## src/rtl/sepf_pkg.sv

```systemverilog
// Shared constants, types and register codes of the scan-line edge point finder.
`default_nettype none

package sepf_pkg;

    // Fixed geometry of the block.
    localparam int LANES           = 8;
    localparam int MAX_HALF_LENGTH = 8;
    localparam int LINE_LENGTH     = 2048;

    // Field widths.
    localparam int PIX_W      = 8;
    localparam int BLUR_W     = 4;
    localparam int HALF_CFG_W = 4;
    localparam int THR_W      = 8;
    localparam int DEPTH_W    = 11;
    localparam int CFG_DATA_W = 11;
    localparam int CFG_IDX_W  = 3;

    // Derived widths.
    localparam int PIX_MAX     = (2 ** PIX_W) - 1;
    localparam int WIN_DEPTH   = 2 * MAX_HALF_LENGTH + 1;
    localparam int SUM_W       = $clog2(LANES * PIX_MAX + 1);
    localparam int DIFF_W      = $clog2(MAX_HALF_LENGTH * LANES * PIX_MAX + 1) + 1;
    localparam int POS_W       = $clog2(LINE_LENGTH);
    localparam int LANE_CNT_W  = $clog2(LANES + 1);
    localparam int HALF_W      = $clog2(MAX_HALF_LENGTH + 1);
    localparam int KTW_W       = THR_W + LANE_CNT_W;
    localparam int K_W         = THR_W + LANE_CNT_W + HALF_W;
    localparam int CMP_W       = ((DIFF_W > K_W) ? DIFF_W : K_W) + 2;
    localparam int TAP_IDX_W   = $clog2(WIN_DEPTH + 1);
    localparam int POSCMP_W    = POS_W + HALF_W + 1;

    // The tap weighting is summed in groups, one registered partial sum each.
    localparam int GROUP       = 6;
    localparam int NGROUPS     = (WIN_DEPTH + GROUP - 1) / GROUP;

    // Reset values of the configuration registers.
    localparam logic [BLUR_W-1:0]     BLUR_RST   = BLUR_W'(5);
    localparam logic [HALF_CFG_W-1:0] HALF_RST   = HALF_CFG_W'(2);
    localparam logic [THR_W-1:0]      THR_RST    = THR_W'(20);
    localparam logic [DEPTH_W-1:0]    DEPTH_RST  = '0;

    typedef enum logic [CFG_IDX_W-1:0] {
        REG_BLUR_WIDTH     = 3'd0,
        REG_HALF_LENGTH    = 3'd1,
        REG_EDGE_THRESHOLD = 3'd2,
        REG_SELECT_FIRST   = 3'd3,
        REG_LIGHT_TO_DARK  = 3'd4,
        REG_DEPTH_LIMIT    = 3'd5
    } cfg_reg_t;

    // Configuration as seen by the datapath, with the counts already clamped.
    typedef struct packed {
        logic [LANE_CNT_W-1:0] width;
        logic [HALF_W-1:0]     half;
        logic                  select_first;
        logic                  light_to_dark;
        logic [DEPTH_W-1:0]    depth;
        logic [K_W-1:0]        k;
    } cfg_t;

    // Control that travels with each position through the pipeline.
    typedef struct packed {
        logic             valid;
        logic             last;
        logic             elig;
        logic [POS_W-1:0] center;
    } item_ctl_t;

endpackage

`default_nettype wire

```

## src/rtl/scanline_edge_point_finder_unit.sv

```systemverilog
// Top level of the scan-line edge point finder: configuration, line position and pipeline.
`default_nettype none

// Channel   Beat                                   Handshake
// --------  -------------------------------------  ---------------------
// input     pixel_0..pixel_7, last_in_line         in_valid / in_ready
// output    found, edge_position, edge_strength    out_valid / out_ready
// config    cfg_index, cfg_data                    cfg_valid / cfg_ready
//
// One position is accepted per clock. A position passes through five register
// stages: lane sum, window shift, grouped partial sums, difference and the
// decision stage with its result register. The lane sum is captured at the
// accepting edge; a line's result then passes through the window, partial sum,
// difference and result registers. Reset clears all control and line state at
// once; no clearing pass is needed. The input side stalls only when the last
// position of a line reaches the decision stage while the previous result has
// still not been taken. Configuration beats are always accepted; a threshold
// change takes effect through the k_tw and k product registers.

module scanline_edge_point_finder_unit (
    input  wire                                        clk,
    input  wire                                        rst_n,
    input  wire                                        in_valid,
    output logic                                       in_ready,
    input  wire  [sepf_pkg::PIX_W-1:0]                 pixel_0,
    input  wire  [sepf_pkg::PIX_W-1:0]                 pixel_1,
    input  wire  [sepf_pkg::PIX_W-1:0]                 pixel_2,
    input  wire  [sepf_pkg::PIX_W-1:0]                 pixel_3,
    input  wire  [sepf_pkg::PIX_W-1:0]                 pixel_4,
    input  wire  [sepf_pkg::PIX_W-1:0]                 pixel_5,
    input  wire  [sepf_pkg::PIX_W-1:0]                 pixel_6,
    input  wire  [sepf_pkg::PIX_W-1:0]                 pixel_7,
    input  wire                                        last_in_line,
    output logic                                       out_valid,
    input  wire                                        out_ready,
    output logic                                       found,
    output logic [sepf_pkg::POS_W-1:0]                 edge_position,
    output logic signed [sepf_pkg::DIFF_W-1:0]         edge_strength,
    input  wire                                        cfg_valid,
    output logic                                       cfg_ready,
    input  wire  [sepf_pkg::CFG_IDX_W-1:0]             cfg_index,
    input  wire  [sepf_pkg::CFG_DATA_W-1:0]            cfg_data
);
    import sepf_pkg::*;

    logic [BLUR_W-1:0]     blur_width_reg;
    logic [HALF_CFG_W-1:0] half_length_reg;
    logic [THR_W-1:0]      threshold_reg;
    logic                  select_first_reg;
    logic                  light_to_dark_reg;
    logic [DEPTH_W-1:0]    depth_limit_reg;
    logic [KTW_W-1:0]      k_tw_reg;
    logic [K_W-1:0]        k_reg;
    logic [POS_W-1:0]      line_pos_reg;
    logic [POS_W-1:0]      line_pos_next;

    logic [LANE_CNT_W-1:0] width_clamped;
    logic [HALF_W-1:0]     half_clamped;
    cfg_t                  cfg;
    item_ctl_t             ctl_in;
    item_ctl_t             ctl_lane;
    item_ctl_t             ctl_diff;
    logic [PIX_W-1:0]      pixels [LANES];
    logic [SUM_W-1:0]      lane_sum;
    logic signed [DIFF_W-1:0] diff;
    logic                  advance;
    logic                  in_fire;
    logic                  cfg_fire;

    assign cfg_ready = 1'b1;
    assign cfg_fire  = cfg_valid && cfg_ready;
    assign in_ready  = advance;
    assign in_fire   = in_valid && in_ready;

    // Register file. Out-of-range indices are ignored.
    always_ff @(posedge clk or negedge rst_n)
    begin
        if (!rst_n)
        begin
            blur_width_reg    <= BLUR_RST;
            half_length_reg   <= HALF_RST;
            threshold_reg     <= THR_RST;
            select_first_reg  <= 1'b0;
            light_to_dark_reg <= 1'b0;
            depth_limit_reg   <= DEPTH_RST;
        end
        else if (cfg_fire)
        begin
            unique case (cfg_index)
                REG_BLUR_WIDTH:     blur_width_reg    <= cfg_data[BLUR_W-1:0];
                REG_HALF_LENGTH:    half_length_reg   <= cfg_data[HALF_CFG_W-1:0];
                REG_EDGE_THRESHOLD: threshold_reg     <= cfg_data[THR_W-1:0];
                REG_SELECT_FIRST:   select_first_reg  <= cfg_data[0];
                REG_LIGHT_TO_DARK:  light_to_dark_reg <= cfg_data[0];
                REG_DEPTH_LIMIT:    depth_limit_reg   <= cfg_data[DEPTH_W-1:0];
                default:            ;
            endcase
        end
    end

    // A width or half length of zero counts as one; values above the
    // hardware limits are held at those limits.
    always_comb
    begin
        if (blur_width_reg == '0)
        begin
            width_clamped = LANE_CNT_W'(1);
        end
        else if (32'(blur_width_reg) > LANES)
        begin
            width_clamped = LANE_CNT_W'(LANES);
        end
        else
        begin
            width_clamped = LANE_CNT_W'(blur_width_reg);
        end

        if (half_length_reg == '0)
        begin
            half_clamped = HALF_W'(1);
        end
        else if (32'(half_length_reg) > MAX_HALF_LENGTH)
        begin
            half_clamped = HALF_W'(MAX_HALF_LENGTH);
        end
        else
        begin
            half_clamped = HALF_W'(half_length_reg);
        end
    end

    // Threshold scaled by width and half length, so the comparison against
    // the raw difference sum is exact. Two registered products.
    always_ff @(posedge clk)
    begin
        k_tw_reg <= KTW_W'(threshold_reg) * KTW_W'(width_clamped);
        k_reg    <= K_W'(k_tw_reg) * K_W'(half_clamped);
    end

    assign cfg.width         = width_clamped;
    assign cfg.half          = half_clamped;
    assign cfg.select_first  = select_first_reg;
    assign cfg.light_to_dark = light_to_dark_reg;
    assign cfg.depth         = depth_limit_reg;
    assign cfg.k             = k_reg;

    // Line position counts accepted beats, saturating near the line limit,
    // and restarts after the last beat of a line.
    always_comb
    begin
        line_pos_next = line_pos_reg;
        if (in_fire)
        begin
            if (last_in_line)
            begin
                line_pos_next = '0;
            end
            else if (32'(line_pos_reg) < LINE_LENGTH - 1)
            begin
                line_pos_next = line_pos_reg + POS_W'(1);
            end
        end
    end

    always_ff @(posedge clk or negedge rst_n)
    begin
        if (!rst_n)
        begin
            line_pos_reg <= '0;
        end
        else
        begin
            line_pos_reg <= line_pos_next;
        end
    end

    // The filter centre trails the newest position by the half length; it
    // is only evaluated once the full window lies inside the line.
    assign ctl_in.valid  = in_valid;
    assign ctl_in.last   = last_in_line;
    assign ctl_in.elig   = POSCMP_W'(line_pos_reg) >= (POSCMP_W'(half_clamped) << 1);
    assign ctl_in.center = line_pos_reg - POS_W'(half_clamped);

    assign pixels[0] = pixel_0;
    assign pixels[1] = pixel_1;
    assign pixels[2] = pixel_2;
    assign pixels[3] = pixel_3;
    assign pixels[4] = pixel_4;
    assign pixels[5] = pixel_5;
    assign pixels[6] = pixel_6;
    assign pixels[7] = pixel_7;

    sepf_lanes u_lanes (
        .clk     (clk),
        .rst_n   (rst_n),
        .advance (advance),
        .cfg     (cfg),
        .pixels  (pixels),
        .ctl_in  (ctl_in),
        .ctl_out (ctl_lane),
        .sum_out (lane_sum)
    );

    sepf_diff_filter u_diff_filter (
        .clk      (clk),
        .rst_n    (rst_n),
        .advance  (advance),
        .cfg      (cfg),
        .ctl_in   (ctl_lane),
        .sum_in   (lane_sum),
        .ctl_out  (ctl_diff),
        .diff_out (diff)
    );

    sepf_edge_select u_edge_select (
        .clk           (clk),
        .rst_n         (rst_n),
        .cfg           (cfg),
        .ctl           (ctl_diff),
        .diff          (diff),
        .advance       (advance),
        .out_valid     (out_valid),
        .out_ready     (out_ready),
        .found         (found),
        .edge_position (edge_position),
        .edge_strength (edge_strength)
    );

endmodule

`default_nettype wire

```

## src/rtl/sepf_lanes.sv

```systemverilog
// Parallel pixel lanes and the merging adder that forms the lane sum.
`default_nettype none

module sepf_lanes (
    input  wire                                        clk,
    input  wire                                        rst_n,
    input  wire                                        advance,
    input  wire  sepf_pkg::cfg_t                       cfg,
    input  wire  [sepf_pkg::PIX_W-1:0]                 pixels [sepf_pkg::LANES],
    input  wire  sepf_pkg::item_ctl_t                  ctl_in,
    output sepf_pkg::item_ctl_t                        ctl_out,
    output logic [sepf_pkg::SUM_W-1:0]                 sum_out
);
    import sepf_pkg::*;

    logic [SUM_W-1:0] lane_val [LANES];
    logic [SUM_W-1:0] sum_next;
    logic [SUM_W-1:0] sum_reg;
    item_ctl_t        ctl_reg;

    // Each lane passes its pixel only when it lies within the blur width.
    for (genvar g = 0; g < LANES; g++) begin : g_lane
        assign lane_val[g] = (LANE_CNT_W'(g) < cfg.width) ? SUM_W'(pixels[g]) : '0;
    end

    always_comb
    begin
        sum_next = '0;
        for (int i = 0; i < LANES; i++)
        begin
            sum_next = sum_next + lane_val[i];
        end
    end

    always_ff @(posedge clk or negedge rst_n)
    begin
        if (!rst_n)
        begin
            ctl_reg <= '0;
        end
        else if (advance)
        begin
            ctl_reg <= ctl_in;
        end
    end

    always_ff @(posedge clk)
    begin
        if (advance)
        begin
            sum_reg <= sum_next;
        end
    end

    assign ctl_out = ctl_reg;
    assign sum_out = sum_reg;

endmodule

`default_nettype wire

```

## src/rtl/sepf_diff_filter.sv

```systemverilog
// Lane sum window and the pipelined difference filter over it.
`default_nettype none

module sepf_diff_filter (
    input  wire                                        clk,
    input  wire                                        rst_n,
    input  wire                                        advance,
    input  wire  sepf_pkg::cfg_t                       cfg,
    input  wire  sepf_pkg::item_ctl_t                  ctl_in,
    input  wire  [sepf_pkg::SUM_W-1:0]                 sum_in,
    output sepf_pkg::item_ctl_t                        ctl_out,
    output logic signed [sepf_pkg::DIFF_W-1:0]         diff_out
);
    import sepf_pkg::*;

    logic [SUM_W-1:0]         win_reg  [WIN_DEPTH];
    logic signed [DIFF_W-1:0] term     [WIN_DEPTH];
    logic signed [DIFF_W-1:0] part_next [NGROUPS];
    logic signed [DIFF_W-1:0] part_reg  [NGROUPS];
    logic signed [DIFF_W-1:0] diff_next;
    logic signed [DIFF_W-1:0] diff_reg;
    logic [TAP_IDX_W-1:0]     h_ext;
    logic [TAP_IDX_W-1:0]     h2_ext;
    item_ctl_t                ctl2_reg;
    item_ctl_t                ctl3_reg;
    item_ctl_t                ctl4_reg;

    assign h_ext  = TAP_IDX_W'(cfg.half);
    assign h2_ext = h_ext << 1;

    // Newest lane sum sits in tap zero. Only taps up to twice the half length
    // are ever weighted, and those always belong to the current line.
    always_ff @(posedge clk)
    begin
        if (advance && ctl_in.valid)
        begin
            win_reg[0] <= sum_in;
            for (int i = 1; i < WIN_DEPTH; i++)
            begin
                win_reg[i] <= win_reg[i-1];
            end
        end
    end

    // Taps ahead of the centre add, taps behind it subtract.
    for (genvar t = 0; t < WIN_DEPTH; t++) begin : g_tap
        always_comb
        begin
            if (TAP_IDX_W'(t) < h_ext)
            begin
                term[t] = signed'(DIFF_W'(win_reg[t]));
            end
            else if ((TAP_IDX_W'(t) > h_ext) && (TAP_IDX_W'(t) <= h2_ext))
            begin
                term[t] = -signed'(DIFF_W'(win_reg[t]));
            end
            else
            begin
                term[t] = '0;
            end
        end
    end

    always_comb
    begin
        for (int g = 0; g < NGROUPS; g++)
        begin
            part_next[g] = '0;
            for (int j = 0; j < GROUP; j++)
            begin
                if (g * GROUP + j < WIN_DEPTH)
                begin
                    part_next[g] = part_next[g] + term[g * GROUP + j];
                end
            end
        end
    end

    always_comb
    begin
        diff_next = '0;
        for (int g = 0; g < NGROUPS; g++)
        begin
            diff_next = diff_next + part_reg[g];
        end
    end

    always_ff @(posedge clk or negedge rst_n)
    begin
        if (!rst_n)
        begin
            ctl2_reg <= '0;
            ctl3_reg <= '0;
            ctl4_reg <= '0;
        end
        else if (advance)
        begin
            ctl2_reg <= ctl_in;
            ctl3_reg <= ctl2_reg;
            ctl4_reg <= ctl3_reg;
        end
    end

    always_ff @(posedge clk)
    begin
        if (advance)
        begin
            for (int g = 0; g < NGROUPS; g++)
            begin
                part_reg[g] <= part_next[g];
            end
            diff_reg <= diff_next;
        end
    end

    assign ctl_out  = ctl4_reg;
    assign diff_out = diff_reg;

endmodule

`default_nettype wire

```

## src/rtl/sepf_edge_select.sv

```systemverilog
// Edge selection (peak or first mode), per-line state and the result register.
`default_nettype none

module sepf_edge_select (
    input  wire                                        clk,
    input  wire                                        rst_n,
    input  wire  sepf_pkg::cfg_t                       cfg,
    input  wire  sepf_pkg::item_ctl_t                  ctl,
    input  wire signed [sepf_pkg::DIFF_W-1:0]          diff,
    output logic                                       advance,
    output logic                                       out_valid,
    input  wire                                        out_ready,
    output logic                                       found,
    output logic [sepf_pkg::POS_W-1:0]                 edge_position,
    output logic signed [sepf_pkg::DIFF_W-1:0]         edge_strength
);
    import sepf_pkg::*;

    logic                     have_reg,      have_next;
    logic                     pend_reg,      pend_next;
    logic                     settled_reg,   settled_next;
    logic [DEPTH_W-1:0]       count_reg,     count_next;
    logic signed [DIFF_W-1:0] best_str_reg,  best_str_next;
    logic [POS_W-1:0]         best_pos_reg,  best_pos_next;
    logic signed [DIFF_W-1:0] pend_str_reg,  pend_str_next;
    logic [POS_W-1:0]         pend_pos_reg,  pend_pos_next;
    logic                     out_valid_reg, out_valid_next;
    logic                     found_reg,     found_next;
    logic [POS_W-1:0]         opos_reg,      opos_next;
    logic signed [DIFF_W-1:0] ostr_reg,      ostr_next;

    logic                     take;
    logic signed [CMP_W-1:0]  dx;
    logic signed [CMP_W-1:0]  bx;
    logic signed [CMP_W-1:0]  s;
    logic signed [CMP_W-1:0]  bs;
    logic signed [CMP_W-1:0]  kx;
    logic signed [CMP_W-1:0]  neg_kx;
    logic [DEPTH_W-1:0]       count_dec;

    // Only a line end that finds the result register full holds the pipeline.
    assign advance = !(ctl.valid && ctl.last && out_valid_reg && !out_ready);
    assign take    = ctl.valid && advance;

    assign dx        = {{(CMP_W-DIFF_W){diff[DIFF_W-1]}}, diff};
    assign bx        = {{(CMP_W-DIFF_W){best_str_reg[DIFF_W-1]}}, best_str_reg};
    assign s         = cfg.light_to_dark ? -dx : dx;
    assign bs        = cfg.light_to_dark ? -bx : bx;
    assign kx        = signed'({{(CMP_W-K_W){1'b0}}, cfg.k});
    assign neg_kx    = -kx;
    assign count_dec = count_reg - DEPTH_W'(1);

    always_comb
    begin
        have_next      = have_reg;
        pend_next      = pend_reg;
        settled_next   = settled_reg;
        count_next     = count_reg;
        best_str_next  = best_str_reg;
        best_pos_next  = best_pos_reg;
        pend_str_next  = pend_str_reg;
        pend_pos_next  = pend_pos_reg;
        out_valid_next = out_valid_reg && !out_ready;
        found_next     = found_reg;
        opos_next      = opos_reg;
        ostr_next      = ostr_reg;

        if (take && ctl.elig)
        begin
            if (!cfg.select_first)
            begin
                if ((s > bs) && (s > signed'(CMP_W'(0))) && (s >= kx))
                begin
                    best_str_next = diff;
                    best_pos_next = ctl.center;
                    have_next     = 1'b1;
                end
            end
            else if (!settled_reg)
            begin
                if (pend_reg)
                begin
                    if (s < neg_kx)
                    begin
                        pend_next = 1'b0;
                    end
                    else
                    begin
                        count_next = count_dec;
                        if (count_dec == '0)
                        begin
                            settled_next  = 1'b1;
                            have_next     = 1'b1;
                            best_pos_next = pend_pos_reg;
                            best_str_next = pend_str_reg;
                            pend_next     = 1'b0;
                        end
                    end
                end
                else if (s > kx)
                begin
                    if (cfg.depth == '0)
                    begin
                        settled_next  = 1'b1;
                        have_next     = 1'b1;
                        best_pos_next = ctl.center;
                        best_str_next = diff;
                    end
                    else
                    begin
                        pend_next     = 1'b1;
                        pend_pos_next = ctl.center;
                        pend_str_next = diff;
                        count_next    = cfg.depth;
                    end
                end
            end
        end

        if (take && ctl.last)
        begin
            // A candidate still in its lookahead at line end is accepted.
            if (pend_next && !settled_next)
            begin
                have_next     = 1'b1;
                best_pos_next = pend_pos_next;
                best_str_next = pend_str_next;
            end
            out_valid_next = 1'b1;
            found_next     = have_next;
            opos_next      = have_next ? best_pos_next : '0;
            ostr_next      = have_next ? best_str_next : '0;

            have_next      = 1'b0;
            pend_next      = 1'b0;
            settled_next   = 1'b0;
            count_next     = '0;
            best_str_next  = '0;
            best_pos_next  = '0;
            pend_str_next  = '0;
            pend_pos_next  = '0;
        end
    end

    always_ff @(posedge clk or negedge rst_n)
    begin
        if (!rst_n)
        begin
            have_reg      <= 1'b0;
            pend_reg      <= 1'b0;
            settled_reg   <= 1'b0;
            count_reg     <= '0;
            best_str_reg  <= '0;
            best_pos_reg  <= '0;
            pend_str_reg  <= '0;
            pend_pos_reg  <= '0;
            out_valid_reg <= 1'b0;
        end
        else
        begin
            have_reg      <= have_next;
            pend_reg      <= pend_next;
            settled_reg   <= settled_next;
            count_reg     <= count_next;
            best_str_reg  <= best_str_next;
            best_pos_reg  <= best_pos_next;
            pend_str_reg  <= pend_str_next;
            pend_pos_reg  <= pend_pos_next;
            out_valid_reg <= out_valid_next;
        end
    end

    always_ff @(posedge clk)
    begin
        found_reg <= found_next;
        opos_reg  <= opos_next;
        ostr_reg  <= ostr_next;
    end

    assign out_valid     = out_valid_reg;
    assign found         = found_reg;
    assign edge_position = opos_reg;
    assign edge_strength = ostr_reg;

endmodule

`default_nettype wire

```

## config.mk

```make
export PLATFORM = sky130hd
export DESIGN_NAME = scanline_edge_point_finder_unit
export DESIGN_NICKNAME = d
export VERILOG_FILES = /design/src/rtl/sepf_pkg.sv /design/src/rtl/scanline_edge_point_finder_unit.sv /design/src/rtl/sepf_lanes.sv /design/src/rtl/sepf_diff_filter.sv /design/src/rtl/sepf_edge_select.sv
export SDC_FILE = /design/constraint.sdc
export NUM_CORES = 2
export LEC_CHECK = 0
export CORE_ASPECT_RATIO = 0.9
export CORE_MARGIN = 8
export CORE_UTILIZATION = 50
export DETAILED_ROUTE_END_ITERATION = 8
export DONT_BUFFER_PORTS = 1
export GPL_ROUTABILITY_DRIVEN = 1
export PLACE_DENSITY = 0.68
export SLEW_MARGIN = 0
export SYNTH_ARGS = -nofsm -noshare
export SYNTH_HDL_FRONTEND = slang
export SYNTH_HIERARCHICAL = 1
export SYNTH_SLANG_ARGS = --single-unit
```

## constraint.sdc

```tcl
create_clock -name clk -period 8.5 [get_ports clk]
set_clock_uncertainty 0.05 [all_clocks]
set_input_delay 2.125 -clock clk [delete_from_list [all_inputs] [get_ports clk]]
set_output_delay 2.125 -clock clk [all_outputs]
set_load 0.03 [all_outputs]
```

==> results.py <==
metrics = {
    "logic_synthesis": {
        "synth.ff_latch_count": 476,
        "synthCells": 3846,
        "yosys.cell_types.count": 117,
        "syn_area_mm2": 0.0373,
        "async_flop_share_pct": 34.2,
        "ys_warn_count": 6,
        "synth_area_per_cell_um2": 9.70,
        "synth_top_flop_cell": "sky130_fd_sc_hd__edfxtp_1",
        "synth_enable_flop_cells": 285,
        "proportion_of_synthesized_chip_area_in_sequential_cells_pct": 35.4,
    },
    "routing": {
        "dr_total_vias": 28000,
        "drc": 0,
        "ant_nets": 0,
        "first_pass_iters": 6,
        "avgViaCountPerCell": 5.84,
        "routed_wl_um": 92900,
        "initialDrtViolationCount": 2643,
        "avgRoutedWirePerCell_um": 19.4,
    },
    "setup_path": {
        "critical_path_peak_fanout": 77,
        "criticalPathCategory": "reg2reg",
        "critical_path.slowest_cell": "sky130_fd_sc_hd__a21oi_1",
        "critPathLaunchType": "register",
        "critPathMaxStageDelay_ns": 0.70,
        "cp.arrival_ns": 7.09,
        "timing.critical_path.mode_cell": "sky130_fd_sc_hd__fa_1",
        "critPathCaptureType": "register",
        "cp_top_family": "adder cells",
        "req_time_crit_path_ns": 8.81,
        "path_cells": "buf_4 > nor2b_2 > buf_4 > or3b_2 > a21oi_1 > a21o_1 > nand2_1 > o31ai_1 > fa_1 > fa_1 > inv_1 > fa_1 > inv_1 > ha_1 > fa_1 > a21o_1 > a21oi_1 > nor2b_1 > o221ai_1 > o21a_1 > o21ai_0 > xnor2_1",
        "cp.buffers_inverters": 4,
    },
    "cells_and_area": {
        "nNetsFinal": 4259,
        "drive_gt1_share_pct": 8.70,
        "fin_util_pct": 53.9,
        "num_antenna_cells": 0,
        "syn_to_final_growth_pct": 7.33,
        "number_of_flip_flops_in_the_largest_register": 187,
    },
    "sta": {
        "finalCriticalPeriod_ns": 6.78,
        "hold_viol": 0,
        "timing_worst_slew_pin_value_ns": 1.27,
        "setup-violations-final": 0,
        "grt_setup_unrepaired": "false",
        "fmax_mhz": 148,
        "post-route-period-util_pct": 79.7,
        "slew_violations": 0,
        "slew_headroom_pct": 15.2,
        "timing.setup.tns_ns": 0,
    },
    "grt": {
        "grt_pass1_wl_um": 151000,
        "number_of_global_route_vias_before_repair": 27300,
        "pin_count_of_the_biggest_net_entering_global_routing": 164,
        "grtUsageTotal_pct": 22.0,
        "overflow": 0,
        "grt_antenna_before_repair": 0,
    },
    "placed_design": {
        "post-dp-hpwl_um": 68500,
        "numPortBuffers": 0,
        "globalplace.congestion": 0.914,
    },
    "cts": {
        "cts_bufs_inserted": 53,
        "cts_hold_buffers": 0,
        "post_cts_buffers": 0,
        "cts_tree": "done",
        "clk-insertion-delay-late_ns": 0.62,
        "clkTransAtPathRegs_ns": 0.07,
        "cts_root_buffer": "sky130_fd_sc_hd__clkbuf_16",
        "postCtsResizedCells": 0,
        "numClockSinks": 476,
        "clock_path_buffers": 3,
        "ctsHtreeMaxLevel": 2,
    },
    "status": {
        "run_status": "finished, final reports clean",
    },
    "die": {
        "dieHeight_um": 275,
        "fp.dieArea_mm2": 0.0836,
        "core_area_mm2": 0.0743,
        "start_util_pct": 50.2,
        "boundaryPins": 114,
        "rows": 95,
        "die_w_um": 304,
    },
    "min_path": {
        "hold_class": "reg2reg",
    },
    "flow_run": {
        "drv_cap": 0,
    },
}
## layout by cell type (no fill, tap or decap), types with 44 or more instances in the layout
master,instances
sky130_fd_sc_hd__edfxtp_1,285
sky130_fd_sc_hd__nand2_1,376
sky130_fd_sc_hd__nor2_1,265
sky130_fd_sc_hd__dfrtp_1,156
sky130_fd_sc_hd__clkbuf_16,56
sky130_fd_sc_hd__ha_1,160
sky130_fd_sc_hd__mux2i_1,64
sky130_fd_sc_hd__nor2b_1,49
sky130_fd_sc_hd__nand3_1,44
sky130_fd_sc_hd__fa_1,243
sky130_fd_sc_hd__or3_1,51
sky130_fd_sc_hd__xor2_1,47
sky130_fd_sc_hd__nor3_1,75
sky130_fd_sc_hd__xnor2_1,121
sky130_fd_sc_hd__inv_1,441
sky130_fd_sc_hd__and2_1,103
sky130_fd_sc_hd__o21ai_0,241
sky130_fd_sc_hd__mux2_2,87
sky130_fd_sc_hd__nand2b_1,61
sky130_fd_sc_hd__a21oi_1,183
## worst register-to-register path: stages, from the launching register on
cell,delay [ns]
sky130_fd_sc_hd__dfrtp_2,0.37
sky130_fd_sc_hd__buf_4,0.60
sky130_fd_sc_hd__nor2b_2,0.08
sky130_fd_sc_hd__buf_4,0.27
sky130_fd_sc_hd__or3b_2,0.53
sky130_fd_sc_hd__a21oi_1,0.71
sky130_fd_sc_hd__a21o_1,0.22
sky130_fd_sc_hd__nand2_1,0.05
sky130_fd_sc_hd__o31ai_1,0.11
sky130_fd_sc_hd__fa_1,0.48
sky130_fd_sc_hd__fa_1,0.55
sky130_fd_sc_hd__inv_1,0.06
sky130_fd_sc_hd__fa_1,0.53
sky130_fd_sc_hd__inv_1,0.05
sky130_fd_sc_hd__ha_1,0.22
sky130_fd_sc_hd__fa_1,0.40
sky130_fd_sc_hd__a21o_1,0.19
sky130_fd_sc_hd__a21oi_1,0.21
sky130_fd_sc_hd__nor2b_1,0.09
sky130_fd_sc_hd__o221ai_1,0.28
sky130_fd_sc_hd__o21a_1,0.22
sky130_fd_sc_hd__o21ai_0,0.12
sky130_fd_sc_hd__xnor2_1,0.14
## per-stage QoR
| stage | cells | worst slack, ns | hold slack (ns) | cell area [µm²] |
|---|---|---|---|---|
| finish | 4787 | 1.72 | 0.368 | 40000 |
| global route | 4787 | 1.34 | 0.382 | 40000 |
| CTS | 4787 | 1.75 | 0.370 | 40000 |
| detailed placement | 4687 | 1.78 | 0.355 | 38100 |
| global placement | 4687 | 1.91 | 0.352 | 38100 |
| floorplan | 3848 | 0.860 | 0.350 | 37300 |
## logic make-up (layout without fill, tap and decap cells)
| family | after synthesis | in the layout | synth area share (%) |
|---|---|---|---|
| muxes | 151 | 151 | 4.34 |
| adders and majority gates | 407 | 407 | 18.5 |
| xor gates and xnor gates | 174 | 174 | 4.32 |
| and+or+nand+nor | 1194 | 1194 | 15.9 |
| buffers and inverters | 606 | 575 | 6.39 |
| DFF | 476 | 476 | 35.4 |
| AOI/OAI and AO/OA | 836 | 836 | 15.1 |
| other | 2 | 4 | 0.0201 |
## synthesized netlist by cell type (31+ instances only)
library cell,n,area (µm²)
sky130_fd_sc_hd__o21a_1,39,293
sky130_fd_sc_hd__edfxtp_1,285,8560
sky130_fd_sc_hd__mux2_2,87,980
sky130_fd_sc_hd__o31ai_1,37,278
sky130_fd_sc_hd__nor2b_1,51,319
sky130_fd_sc_hd__fa_1,243,4860
sky130_fd_sc_hd__nor4_1,31,194
sky130_fd_sc_hd__a21o_1,37,278
sky130_fd_sc_hd__xnor2_1,121,1060
sky130_fd_sc_hd__mux2i_1,64,641
sky130_fd_sc_hd__a21oi_1,183,916
sky130_fd_sc_hd__and2_1,104,651
sky130_fd_sc_hd__nand2_1,376,1410
sky130_fd_sc_hd__nand2b_1,61,382
sky130_fd_sc_hd__nor2_1,266,998
sky130_fd_sc_hd__nor3_1,76,380
sky130_fd_sc_hd__xor2_1,47,412
sky130_fd_sc_hd__clkbuf_1,118,443
sky130_fd_sc_hd__ha_1,160,2000
sky130_fd_sc_hd__dfrtp_1,158,3950
sky130_fd_sc_hd__nand3_1,45,225
sky130_fd_sc_hd__inv_1,441,1660
sky130_fd_sc_hd__o21ai_0,241,1210
sky130_fd_sc_hd__or3_1,51,319
## per-layer routing
metal | track usage (%) | wire (µm)
met1 | 31.6 | 42700
met2 | 34.9 | 41900
met3 | 3.64 | 6510
met4 | 5.17 | 1690
met5 | 0 | 0
## path summary, 6_finish.rpt
| path | from | end | slack (ns) | depth (start not counted) |
|---|---|---|---|---|
| setup / recovery | half_length_reg[3]$_DFFE_PN0P_ | u_diff_filter/part_reg[0][14]$_DFFE_PP_ | 1.72 | 22 |
| hold / removal | u_lanes/sum_out[9]$_DFFE_PP_ | u_diff_filter/win_reg[0][9]$_DFFE_PP_ | 0.37 | 0 |
| setup reg to reg | half_length_reg[3]$_DFFE_PN0P_ | u_diff_filter/part_reg[0][14]$_DFFE_PP_ | 1.72 | 22 |
| hold reg to reg | u_lanes/sum_out[9]$_DFFE_PP_ | u_diff_filter/win_reg[0][9]$_DFFE_PP_ | 0.37 | 0 |
| max in group asynchronous | rst_n | threshold_reg[2]$_DFFE_PN1P_ | 6.96 | 0 |
| min in group asynchronous | rst_n | u_edge_select/count_reg[8]$_DFFE_PN0P_ | 1.15 | 0 |
## area by class of cell
class	count	area, µm²
clock inverter	36	438
inverter	444	1670
multi-input combinational	2766	21800
tap	970	1210
clock buffer	64	1470
fill	6563	34200
timing repair buffer	31	233
sequential	476	13200
Power is left out: the tool's default activity adds up to more than one toggle a clock period on the data nets, which glitch-free logic cannot reach.
